File: src/ohlcv_bar_resampler_defines.svh
// ----------------------------------------------------------------------------
// OHLCV bar resampler assertion macros
// Shared concurrent assertion forms for the resampler RTL.
// ----------------------------------------------------------------------------
`ifndef OHLCV_BAR_RESAMPLER_DEFINES_SVH
`define OHLCV_BAR_RESAMPLER_DEFINES_SVH

// same-cycle implication
`define OHLCV_ASSERT_NOW(label, clk, rst, ante, cons) \
   label: assert property (@(posedge clk) disable iff (rst) (ante) |-> (cons)) \
      else $error("ohlcv assertion failed");

// next-cycle implication
`define OHLCV_ASSERT_NEXT(label, clk, rst, ante, cons) \
   label: assert property (@(posedge clk) disable iff (rst) (ante) |=> (cons)) \
      else $error("ohlcv assertion failed");

`endif

File: src/ohlcv_pkg.sv
// ----------------------------------------------------------------------------
// OHLCV package
// Field widths, transaction types and state encodings for the resampler.
// ----------------------------------------------------------------------------
package ohlcv_pkg;

   localparam int TIME_W   = 40;
   localparam int PRICE_W  = 32;
   localparam int VOL_IN_W = 32;
   localparam int VOL_W    = 48;
   localparam int IV_W     = 17;

   localparam logic [IV_W-1:0] INTERVAL_RESET = 17'd300;

   localparam logic OP_BAR   = 1'b0;
   localparam logic OP_FLUSH = 1'b1;

   typedef struct packed {
      logic               op;
      logic [TIME_W-1:0]  bar_time;
      logic [PRICE_W-1:0] open_price;
      logic [PRICE_W-1:0] high_price;
      logic [PRICE_W-1:0] low_price;
      logic [PRICE_W-1:0] close_price;
      logic [VOL_IN_W-1:0] volume;
   } req_item_type;

   typedef struct packed {
      logic [TIME_W-1:0]  bucket_time;
      logic [PRICE_W-1:0] out_open;
      logic [PRICE_W-1:0] out_high;
      logic [PRICE_W-1:0] out_low;
      logic [PRICE_W-1:0] out_close;
      logic [VOL_W-1:0]   out_volume;
      logic               from_flush;
   } rsp_item_type;

   typedef struct packed {
      logic [TIME_W-1:0]  bucket;
      logic [PRICE_W-1:0] open_p;
      logic [PRICE_W-1:0] high_p;
      logic [PRICE_W-1:0] low_p;
      logic [PRICE_W-1:0] close_p;
      logic [VOL_W-1:0]   vol;
   } agg_type;

   typedef enum logic [1:0] {
      ST_IDLE,
      ST_DIVIDE,
      ST_UPDATE
   } state_type;

endpackage

File: src/ohlcv_bucket_unit.sv
// ----------------------------------------------------------------------------
// OHLCV bucket unit
// Bit-serial restoring remainder of time by interval, one time bit per cycle;
// bucket start = time - (time mod interval).
// ----------------------------------------------------------------------------
module ohlcv_bucket_unit (
   input  logic                          clock,
   input  logic                          reset,
   input  logic                          start,
   input  logic [ohlcv_pkg::TIME_W-1:0]  time_value,
   input  logic [ohlcv_pkg::IV_W-1:0]    interval,
   output logic                          done,
   output logic [ohlcv_pkg::TIME_W-1:0]  bucket
);

   localparam int CNT_W = $clog2(ohlcv_pkg::TIME_W);
   localparam logic [CNT_W-1:0] CNT_LAST = CNT_W'(ohlcv_pkg::TIME_W - 1);

   logic                         busy_ff,  busy_in;
   logic                         done_ff,  done_in;
   logic [CNT_W-1:0]             cnt_ff,   cnt_in;
   logic [ohlcv_pkg::TIME_W-1:0] time_ff,  time_in;
   logic [ohlcv_pkg::TIME_W-1:0] shift_ff, shift_in;
   logic [ohlcv_pkg::IV_W-1:0]   rem_ff,   rem_in;

   logic [ohlcv_pkg::IV_W:0]     partial;
   logic [ohlcv_pkg::IV_W:0]     diff;
   logic                         fits;

   always_comb begin
      partial = {rem_ff, shift_ff[ohlcv_pkg::TIME_W-1]};
      diff    = partial - {1'b0, interval};
      fits    = partial >= {1'b0, interval};

      busy_in  = busy_ff;
      done_in  = 1'b0;
      cnt_in   = cnt_ff;
      time_in  = time_ff;
      shift_in = shift_ff;
      rem_in   = rem_ff;

      if (start) begin
         busy_in  = 1'b1;
         cnt_in   = '0;
         time_in  = time_value;
         shift_in = time_value;
         rem_in   = '0;
      end else if (busy_ff) begin
         rem_in   = fits ? diff[ohlcv_pkg::IV_W-1:0] : partial[ohlcv_pkg::IV_W-1:0];
         shift_in = {shift_ff[ohlcv_pkg::TIME_W-2:0], 1'b0};
         cnt_in   = cnt_ff + 1'b1;
         if (cnt_ff == CNT_LAST) begin
            busy_in = 1'b0;
            done_in = 1'b1;
         end
      end
   end

   always_ff @(posedge clock) begin
      if (reset) begin
         busy_ff <= 1'b0;
         done_ff <= 1'b0;
         cnt_ff  <= '0;
      end else begin
         busy_ff <= busy_in;
         done_ff <= done_in;
         cnt_ff  <= cnt_in;
      end
      time_ff  <= time_in;
      shift_ff <= shift_in;
      rem_ff   <= rem_in;
   end

   assign done   = done_ff;
   assign bucket = time_ff - {(ohlcv_pkg::TIME_W - ohlcv_pkg::IV_W)'(0), rem_ff};

endmodule

File: src/ohlcv_bar_resampler.sv
// ----------------------------------------------------------------------------
// OHLCV bar resampler
// Merges time-ordered OHLCV bars into coarser time buckets.
// ----------------------------------------------------------------------------
//  channel  direction  handshake             payload
//  req      in         req_valid/req_stall   ohlcv_pkg::req_item_type
//  rsp      out        rsp_valid/rsp_stall   ohlcv_pkg::rsp_item_type
//  csr      in         csr_wr_en             interval_seconds, 17 bits
//
//  A bar passes through accept, 40 bucket-unit steps (one time bit each),
//  bucket capture and merge. A flush passes through accept and merge.
//  Reset clears the pending bar and loads an interval of 300 s.
//  The merge cycle waits while it has a bar to emit and rsp holds one stalled.
//  req_stall is high from accept until the merge cycle completes.
// ----------------------------------------------------------------------------
`include "ohlcv_bar_resampler_defines.svh"

module ohlcv_bar_resampler (
   input  logic                        clock,
   input  logic                        reset,
   input  logic                        req_valid,
   output logic                        req_stall,
   input  ohlcv_pkg::req_item_type     req_item,
   output logic                        rsp_valid,
   input  logic                        rsp_stall,
   output ohlcv_pkg::rsp_item_type     rsp_item,
   input  logic                        csr_wr_en,
   input  logic [ohlcv_pkg::IV_W-1:0]  csr_wr_data
);

   ohlcv_pkg::state_type           state_ff, state_in;
   ohlcv_pkg::req_item_type        item_ff, item_in;
   logic [ohlcv_pkg::TIME_W-1:0]   bucket_ff, bucket_in;
   logic                           have_bar_ff, have_bar_in;
   ohlcv_pkg::agg_type             agg_ff, agg_in;
   logic                           rsp_valid_ff, rsp_valid_in;
   ohlcv_pkg::rsp_item_type        rsp_item_ff, rsp_item_in;
   logic [ohlcv_pkg::IV_W-1:0]     interval_ff;

   logic [ohlcv_pkg::IV_W-1:0]     interval_eff;
   logic                           div_start;
   logic                           div_done;
   logic [ohlcv_pkg::TIME_W-1:0]   div_bucket;
   logic                           is_flush;
   logic                           emit;
   logic                           blocked;
   logic [ohlcv_pkg::VOL_W:0]      vol_sum;

   always_ff @(posedge clock) begin
      if (reset) begin
         interval_ff <= ohlcv_pkg::INTERVAL_RESET;
      end else if (csr_wr_en) begin
         interval_ff <= csr_wr_data;
      end
   end

   assign interval_eff = (interval_ff == '0) ? ohlcv_pkg::IV_W'(1) : interval_ff;

   ohlcv_bucket_unit u_bucket (
      .clock      (clock),
      .reset      (reset),
      .start      (div_start),
      .time_value (req_item.bar_time),
      .interval   (interval_eff),
      .done       (div_done),
      .bucket     (div_bucket)
   );

   always_comb begin
      is_flush = item_ff.op == ohlcv_pkg::OP_FLUSH;
      emit     = have_bar_ff && (is_flush || (bucket_ff != agg_ff.bucket));
      blocked  = emit && rsp_valid_ff && rsp_stall;
      vol_sum  = {1'b0, agg_ff.vol}
               + {(ohlcv_pkg::VOL_W + 1 - ohlcv_pkg::VOL_IN_W)'(0), item_ff.volume};

      state_in     = state_ff;
      item_in      = item_ff;
      bucket_in    = bucket_ff;
      have_bar_in  = have_bar_ff;
      agg_in       = agg_ff;
      rsp_valid_in = rsp_valid_ff && rsp_stall;
      rsp_item_in  = rsp_item_ff;
      div_start    = 1'b0;
      req_stall    = 1'b1;

      case (state_ff)
         ohlcv_pkg::ST_IDLE: begin
            req_stall = 1'b0;
            if (req_valid) begin
               item_in = req_item;
               if (req_item.op == ohlcv_pkg::OP_FLUSH) begin
                  state_in = ohlcv_pkg::ST_UPDATE;
               end else begin
                  div_start = 1'b1;
                  state_in  = ohlcv_pkg::ST_DIVIDE;
               end
            end
         end
         ohlcv_pkg::ST_DIVIDE: begin
            if (div_done) begin
               bucket_in = div_bucket;
               state_in  = ohlcv_pkg::ST_UPDATE;
            end
         end
         ohlcv_pkg::ST_UPDATE: begin
            if (!blocked) begin
               state_in = ohlcv_pkg::ST_IDLE;
               if (emit) begin
                  rsp_valid_in            = 1'b1;
                  rsp_item_in.bucket_time = agg_ff.bucket;
                  rsp_item_in.out_open    = agg_ff.open_p;
                  rsp_item_in.out_high    = agg_ff.high_p;
                  rsp_item_in.out_low     = agg_ff.low_p;
                  rsp_item_in.out_close   = agg_ff.close_p;
                  rsp_item_in.out_volume  = agg_ff.vol;
                  rsp_item_in.from_flush  = is_flush;
               end
               if (is_flush) begin
                  have_bar_in = 1'b0;
               end else if (!have_bar_ff || emit) begin
                  have_bar_in    = 1'b1;
                  agg_in.bucket  = bucket_ff;
                  agg_in.open_p  = item_ff.open_price;
                  agg_in.high_p  = item_ff.high_price;
                  agg_in.low_p   = item_ff.low_price;
                  agg_in.close_p = item_ff.close_price;
                  agg_in.vol     = {(ohlcv_pkg::VOL_W - ohlcv_pkg::VOL_IN_W)'(0),
                                    item_ff.volume};
               end else begin
                  if (item_ff.high_price > agg_ff.high_p) begin
                     agg_in.high_p = item_ff.high_price;
                  end
                  if (item_ff.low_price < agg_ff.low_p) begin
                     agg_in.low_p = item_ff.low_price;
                  end
                  agg_in.close_p = item_ff.close_price;
                  agg_in.vol     = vol_sum[ohlcv_pkg::VOL_W] ? '1
                                                             : vol_sum[ohlcv_pkg::VOL_W-1:0];
               end
            end
         end
         default: begin
            state_in = ohlcv_pkg::ST_IDLE;
         end
      endcase
   end

   always_ff @(posedge clock) begin
      if (reset) begin
         state_ff     <= ohlcv_pkg::ST_IDLE;
         have_bar_ff  <= 1'b0;
         rsp_valid_ff <= 1'b0;
      end else begin
         state_ff     <= state_in;
         have_bar_ff  <= have_bar_in;
         rsp_valid_ff <= rsp_valid_in;
      end
      item_ff     <= item_in;
      bucket_ff   <= bucket_in;
      agg_ff      <= agg_in;
      rsp_item_ff <= rsp_item_in;
   end

   assign rsp_valid = rsp_valid_ff;
   assign rsp_item  = rsp_item_ff;

   `OHLCV_ASSERT_NEXT(a_divide_to_update, clock, reset, (state_ff == ohlcv_pkg::ST_DIVIDE) && div_done, state_ff == ohlcv_pkg::ST_UPDATE)
   `OHLCV_ASSERT_NEXT(a_flush_clears_bar, clock, reset, (state_ff == ohlcv_pkg::ST_UPDATE) && is_flush && !blocked, !have_bar_ff)
   `OHLCV_ASSERT_NOW(a_rsp_from_update, clock, reset, $rose(rsp_valid_ff), $past(state_ff) == ohlcv_pkg::ST_UPDATE)

endmodule
File: config.mk
export PLATFORM = sky130hd
export DESIGN_NAME = ohlcv_bar_resampler
export DESIGN_NICKNAME = d
export VERILOG_FILES = /design/src/ohlcv_pkg.sv /design/src/ohlcv_bucket_unit.sv /design/src/ohlcv_bar_resampler.sv
export VERILOG_INCLUDE_DIRS = /design/src /design/src/src
export SDC_FILE = /design/constraint.sdc
export NUM_CORES = 1
export LEC_CHECK = 0
export BUFFER_PORTS_ARGS = -buffer_cell sky130_fd_sc_hd__buf_2
export CAP_MARGIN = 5
export CORE_MARGIN = 3
export CORE_UTILIZATION = 40
export CTS_CLUSTER_DIAMETER = 100
export CTS_CLUSTER_SIZE = 40
export DETAILED_ROUTE_END_ITERATION = 10
export GPL_TIMING_DRIVEN = 0
export PLACE_DENSITY_LB_ADDON = 0.08
export SLEW_MARGIN = 20
export SYNTH_ARGS = -nofsm -noshare
export SYNTH_HDL_FRONTEND = slang
export SYNTH_SLANG_ARGS = --single-unit
File: constraint.sdc
create_clock -name clock -period 18 [get_ports clock]
set_clock_uncertainty 0.15 [all_clocks]
set_input_delay 3.6 -clock clock [delete_from_list [all_inputs] [get_ports clock]]
set_output_delay 3.6 -clock clock [all_outputs]
set_load 0.03 [all_outputs]
### After elaboration in Yosys (flattened, before gate mapping)

Cells that the tools add are included.

* bits in registers: 760
* bits of input ports: 223
* output and inout bits: 219
* logic and storage cells: 98

* add/subtract/negate cells: 4
* magnitude comparators: 3
* equality and inequality tests: 7
* mux-type cells: 26
* bitwise gates (word level): 3
* reduce and logical (&&, ||, !) cells: 24

Operators by type and width (number)
* two-way mux 144 bit: 1
* two-way mux 40 bit: 2
* two-way mux 32 bit: 2
* adder 48 x 32 -> 49 bit: 1
* two-way mux 48 bit: 1
* != test 40 bit: 1
* subtractor 40 x 17 -> 40 bit: 1
* two-way mux 17 bit: 2
* > comparator 32 bit: 1
* less-than comparator 32 bit: 1
* greater-or-equal comparator 18 x 17 -> 1 bit: 1
* logical NOT 17 bit: 1
* subtractor 17 bit: 1
* two-way mux 1 bit: 13
* AND reduction 3 bit: 4
* AND reduction 4 bit: 3
* two-way mux 2 bit: 4
* nonzero test 2 bit: 4
* adder 6 x 1 -> 6 bit, second input constant: 1
* == test 6 bit, second input constant: 1
* case mux 2 bit (3 select lines): 1
* logical AND 1 bit: 4
* != test 2 bit, second input constant: 2
* AND reduction 2 bit: 2
* 9 further kinds: 12

### Depth between registers and ports, before layout

* depth in word-level cells: 7
* mapped depth: 17
* gate-level depth less buffers: 16

### By module

From an unflattened synthesis, not the netlist that was laid out.

* cell total of the unflattened synthesis: 2014
* area total of the unflattened synthesis: 31136.1 um^2

Modules (own cells, without submodules)
* ohlcv_bar_resampler: times used 1, cells an instance 1422, area each 24741.2 um^2, seq. area each 19458.7 um^2
* ohlcv_bucket_unit: times used 1, cells an instance 592, area each 6394.9 um^2, seq. area each 2902.8 um^2

### Worst setup path before layout

No wires, ideal clock.

* kind: input-to-reg
* start point: in rsp_stall
* end point: reg rsp_item_ff (netlist bit rsp_item[0]) (enable)
* setup time: 867 ps
* data arrival time: 14026 ps
* data required time: 16983 ps
* path slack: 2957 ps
* stages on the path: 1
* path buffers: 0
* cell sequence: a21oi_1

* cells in the longest elaborated chain, start to end: 3

RTL lines
* from (decl): line ohlcv_bar_resampler.sv:25 `input logic rsp_stall,`
* logical AND 1 bit: line ohlcv_bar_resampler.sv:72 `blocked = emit && rsp_valid_ff && rsp_stall;`
* NOT 1 bit (no line)
* AND reduction 3 bit (no line)
* to (signal assigned): line ohlcv_bar_resampler.sv:161 `rsp_item_ff <= rsp_item_in;`
* to (decl): line ohlcv_bar_resampler.sv:37 `ohlcv_pkg::rsp_item_type rsp_item_ff, rsp_item_in;`

Every way passes these cells.
A chain may end at the register's enable or synchronous reset.

### Worst setup path in the final report

* start point: in req_valid
* end point: reg u_bucket.shift_ff[38] (netlist name) (data pin)

* cells in the longest elaborated chain, start to end: 3

RTL lines
* from (decl): line ohlcv_bar_resampler.sv:21 `input logic req_valid,`
* two-way mux 1 bit: line ohlcv_bar_resampler.sv:89 `if (req_valid) begin`
* two-way mux 1 bit: line ohlcv_bar_resampler.sv:86 `case (state_ff)`
* net div_start: line ohlcv_bar_resampler.sv:41 `logic div_start;`
* two-way mux 40 bit: line ohlcv_bucket_unit.sv:42 `if (start) begin`
* net u_bucket.shift_in, one bit: line ohlcv_bucket_unit.sv:23 `logic [ohlcv_pkg::TIME_W-1:0] shift_ff, shift_in;`
* to (signal assigned): line ohlcv_bucket_unit.sv:70 `shift_ff <= shift_in;`
* to (decl): line ohlcv_bucket_unit.sv:23

The timed path passes the listed nets, and every way through them passes these cells.

==> results.txt <==
----------------------------------------------------
[Timing]
  Maximum operating frequency ... between 150 and 200 MHz
  Setup violation total in the final timing report ... 0
  Final worst setup slack ... 12560 ps
  Number of endpoints with negative hold slack in the final report ... 0
  Max-slew violation count ... 0
  Actual transition at the worst max-transition pin ... 881 ps
  Final-layout setup total negative slack ... 0 ps
  Minimum clock period after layout ... around 5400 ps
  Fraction of the cycle the final worst path needs ... 0.302
  Setup repair after global routing missed its margin ... false
  Worst slew slack as a fraction of its limit ... 0.411

[Clocking]
  Post-cts repair resize count ... 0
  Max clock buf depth ... 3
  H-tree lvl count ... 1
  Clock tree from TritonCTS ... built
  Clock network latency to the later pin of the worst-skew pair ... 650 ps
  CTS buffer count ... 31
  CTS clk-pin slew, worst paths ... ~130 ps
  Post-CTS Hold Buffers ... 0
  Root cell of the clock tree ... sky130_fd_sc_hd__clkbuf_16
  CTS sink cnt ... 760
  Buffers inserted during post-CTS setup optimization ... 0

[Detailed routing]
  Vias per std cell ... approximately 5.0
  DR vias ... approximately 18000
  Final routed DRC violation total ... 0
  Violation count after the first detailed-routing iteration ... 1084
  Total routed wirelength ... 71300 um
  Final ANT Viol Nets ... 0
  Initial DRT Pass Iterations ... 5
  DR WL/cell ... 20.1 um

[Synth]
  Syn Nets ... 2395
  Proportion of netlist area held by the largest area contributor ... 0.704
  Netlist Area Pre-Place ... 0.0304 mm^2
  Top cells by area in the synthesized netlist ... sky130_fd_sc_hd__edfxtp_1 (70%), sky130_fd_sc_hd__ha_1 (5.3%), sky130_fd_sc_hd__dfxtp_1 (3.0%), sky130_fd_sc_hd__nand2_1 (2.4%), sky130_fd_sc_hd__a21oi_1 (2.2%)
  Ys Warns ... 0
  Instance count of the mapped netlist ... roughly 2000
  Most frequent cell after synthesis ... sky130_fd_sc_hd__edfxtp_1
  Post-Synthesis Mean Instance Area ... between 10 and 15 um^2
  Post-synth EDFFs ... 714
  Most frequent cells after synthesis ... sky130_fd_sc_hd__edfxtp_1 (714), sky130_fd_sc_hd__nand2_1 (193), sky130_fd_sc_hd__a21oi_1 (134)
  Sequential element share of the synthesized area ... 0.734
  Most used DFF post-synth ... sky130_fd_sc_hd__edfxtp_1
  Fraction of registers with async set or reset after synthesis ... 0
  Leading area contributor after synthesis ... sky130_fd_sc_hd__edfxtp_1
  Count of cell types in the netlist ... 70
  Flops & latches, synth ... 760

[Floorplan]
  Rows ... 100
  Floorplan die width ... 282 um
  Die Y-Extent ... 282 um
  Starting density of the core ... 0.406
  Die outline area ... 0.0795 mm^2
  I/O pins ... 442
  Placeable core area ... 0.0749 mm^2

[Global route]
  First-pass GRT wire length ... 105000 um
  Sum of overflow across all layers after global routing ... 0
  Vias in the first global route ... 17459
  Largest net degree at the start of global routing ... 48
  Tot GR Track Use ... 0.173
  Antenna violations before repair ... 19

[Outcome]
  Result of the run ... completed

[Place]
  IO Port Bufs ... 440
  Gp weighted congestion ... 0.909
  Setup Slack @ Placement ... ~12000 ps
  Detailed placement HPWL ... approximately 55000 um

[Power and ir drop]
  Part of the total power dissipated in combinational logic ... 0.157
  Share of total power in the clock network ... 0.271
  Total power density per cell area ... 101 mW/mm^2
  VDD IR max ... 0.0723 mV
  Switching share of power ... 0.277
  Sequential Power Share ... 0.572
  Reported leakage power ... 13.6 nW
  Switching power total ... 1.01 mW
  Cell internal power dissipation ... 2.63 mW

[Finish]
  Final-layout fill cell count ... about 6600
  Post-layout net count ... a little under 3000
  Synthesis-to-finish area growth ... 17.8%
  Fraction of final layout cells sized beyond drive strength 1 ... 0.217

[Critical path]
  Cells along the critical path ... buf_2 > and2_4 > nand2b_1 > clkinv_1 > clkbuf_2 > buf_16 > nand2_1 > nand2_1
  Startpoint Class ... primary input
  Worst r2r path cells ... 17
  Cell with the biggest individual delay on the critical path ... sky130_fd_sc_hd__clkbuf_2
  Required time of the critical path ... between 15000 and 20000 ps
  Worst path arrival time ... between 5000 and 6000 ps
  Critical path start-end classification ... in -> reg
  Biggest fanout along the worst timing path ... 30
  Cell repeated most along the worst path ... sky130_fd_sc_hd__nand2_1
  CP Capture Type ... flip-flop
  Largest incremental delay on the critical path ... 510 ps

[Min path]
  Worst hold path class ... reg -> reg
  Min-Delay Path Depth ... 0

[Job]
  Max_cap viols ... 0

----------------------------------------------------
==> power by group through the flow <==
stage	registers, mW	logic [mW]	clock network (mW)
5_1_grt	2.09	0.645	1.09
2_1_floorplan	2.12	0.402	0
3_5_place_dp	2.12	0.574	0
4_1_cts	2.08	0.578	1.02
3_3_place_gp	2.14	0.553	0
6_report	2.08	0.572	0.984
==> layout make-up <==
cell class	count	area (um^2)	share of cell area
clock buffers	31	776	0.0216
well taps	969	1210	0.0338
diodes	14	35.0	0.000977
inverters	129	484	0.0135
repair buffers	467	2910	0.0810
flip-flops and latches	760	22400	0.624
clock inverters	25	428	0.0119
multi-input cells	1115	7510	0.210
plain buffers	35	139	0.00387
==> critical path: cells and delay by family <==
kind	cells	cell delay (ps)
buffers and inverters	4	1340
AND/OR/NAND/NOR	4	730
==> through the flow <==
step / instance area, um^2 / hold WS [ps] / instances / total power, mW / util
after floorplan: 30400 / 250 / 2039 / 2.52 / -
after global placement: 33900 / 251 / 3448 / 2.69 / 0.452
after detailed placement: 34600 / 255 / 3475 / 2.70 / 0.462
after CTS: 35800 / 277 / 3531 / 3.68 / 0.478
after global routing: 35800 / 279 / 3535 / 3.82 / 0.478
final: 35900 / 277 / 3545 / 3.64 / 0.478
==> layout by cell type (no fill, tap or decap), types with 10 or more instances in the layout <==
cell type and instances:
sky130_fd_sc_hd__edfxtp_1 714, sky130_fd_sc_hd__buf_2 445, sky130_fd_sc_hd__nand2_1 192, sky130_fd_sc_hd__a21oi_1 133, sky130_fd_sc_hd__ha_1 130, sky130_fd_sc_hd__inv_1 128, sky130_fd_sc_hd__nor2_1 122, sky130_fd_sc_hd__xor2_1 67
sky130_fd_sc_hd__xnor2_1 54, sky130_fd_sc_hd__o21ai_0 52, sky130_fd_sc_hd__dfxtp_1 46, sky130_fd_sc_hd__a21o_1 42, sky130_fd_sc_hd__clkbuf_16 31, sky130_fd_sc_hd__nand3_1 30, sky130_fd_sc_hd__clkbuf_1 27, sky130_fd_sc_hd__a31oi_1 26
sky130_fd_sc_hd__nand4_1 23, sky130_fd_sc_hd__buf_16 23, sky130_fd_sc_hd__nand2b_1 20, sky130_fd_sc_hd__mux2i_1 20, sky130_fd_sc_hd__nor4_1 19, sky130_fd_sc_hd__nor3_1 19, sky130_fd_sc_hd__and3_1 15, sky130_fd_sc_hd__diode_2 14
sky130_fd_sc_hd__nor2b_1 13, sky130_fd_sc_hd__o211ai_1 11, sky130_fd_sc_hd__a211oi_1 10, sky130_fd_sc_hd__o21bai_1 10
==> per-layer routing <==
layer / GRT usage / vias to the layer above / part of all wire
li1: - / 8585 / -
met2: 0.302 / 373 / 0.50
met4: 0.0360 / 14 / 0.016
met3: 0.0368 / 70 / 0.070
met1: 0.223 / 8635 / 0.41
met5: 0 / - / 0.0012
==> sequential cells by signal, indices dropped and copies added, names as in the netlist, 2 cells and up <==
| register | count |
|---|---|
| agg_ff | 216 |
| u_bucket.shift_ff | 40 |
| u_bucket.cnt_ff | 6 |
| rsp_item | 217 |
| interval_ff | 17 |
| item_ff | 160 |
| state_ff | 2 |
| bucket_ff | 40 |
| u_bucket.time_ff | 40 |
| u_bucket.rem_ff | 17 |
==> cell families (layout without fill, tap and decap cells) <==
logic type / after synthesis / in the layout / synth area share
muxes: 20 / 20 / 0.00658
buffers and inverters: 164 / 687 / 0.0204
xor gates and xnor gates: 121 / 121 / 0.0348
adders and majority gates: 133 / 133 / 0.0554
and+or+nand+nor: 491 / 491 / 0.0743
other: 0 / 14 / 0
AOI/OAI and AO/OA: 350 / 350 / 0.0740
DFF: 760 / 760 / 0.734
==> path summary, 6_finish.rpt <==
check	startpoint	end	slack, ps
max	req_valid	u_bucket.shift_ff[38]$_DFFE_PP_	12560
min	agg_ff[145]$_DFFE_PP_	rsp_item[146]$_DFFE_PP_	280
max reg2reg	interval_ff[13]$_SDFFE_PP0P_	u_bucket.rem_ff[2]$_SDFFE_PP0P_	13440
min reg2reg	agg_ff[145]$_DFFE_PP_	rsp_item[146]$_DFFE_PP_	280
Note: power is estimated with default switching activity, not from simulation.
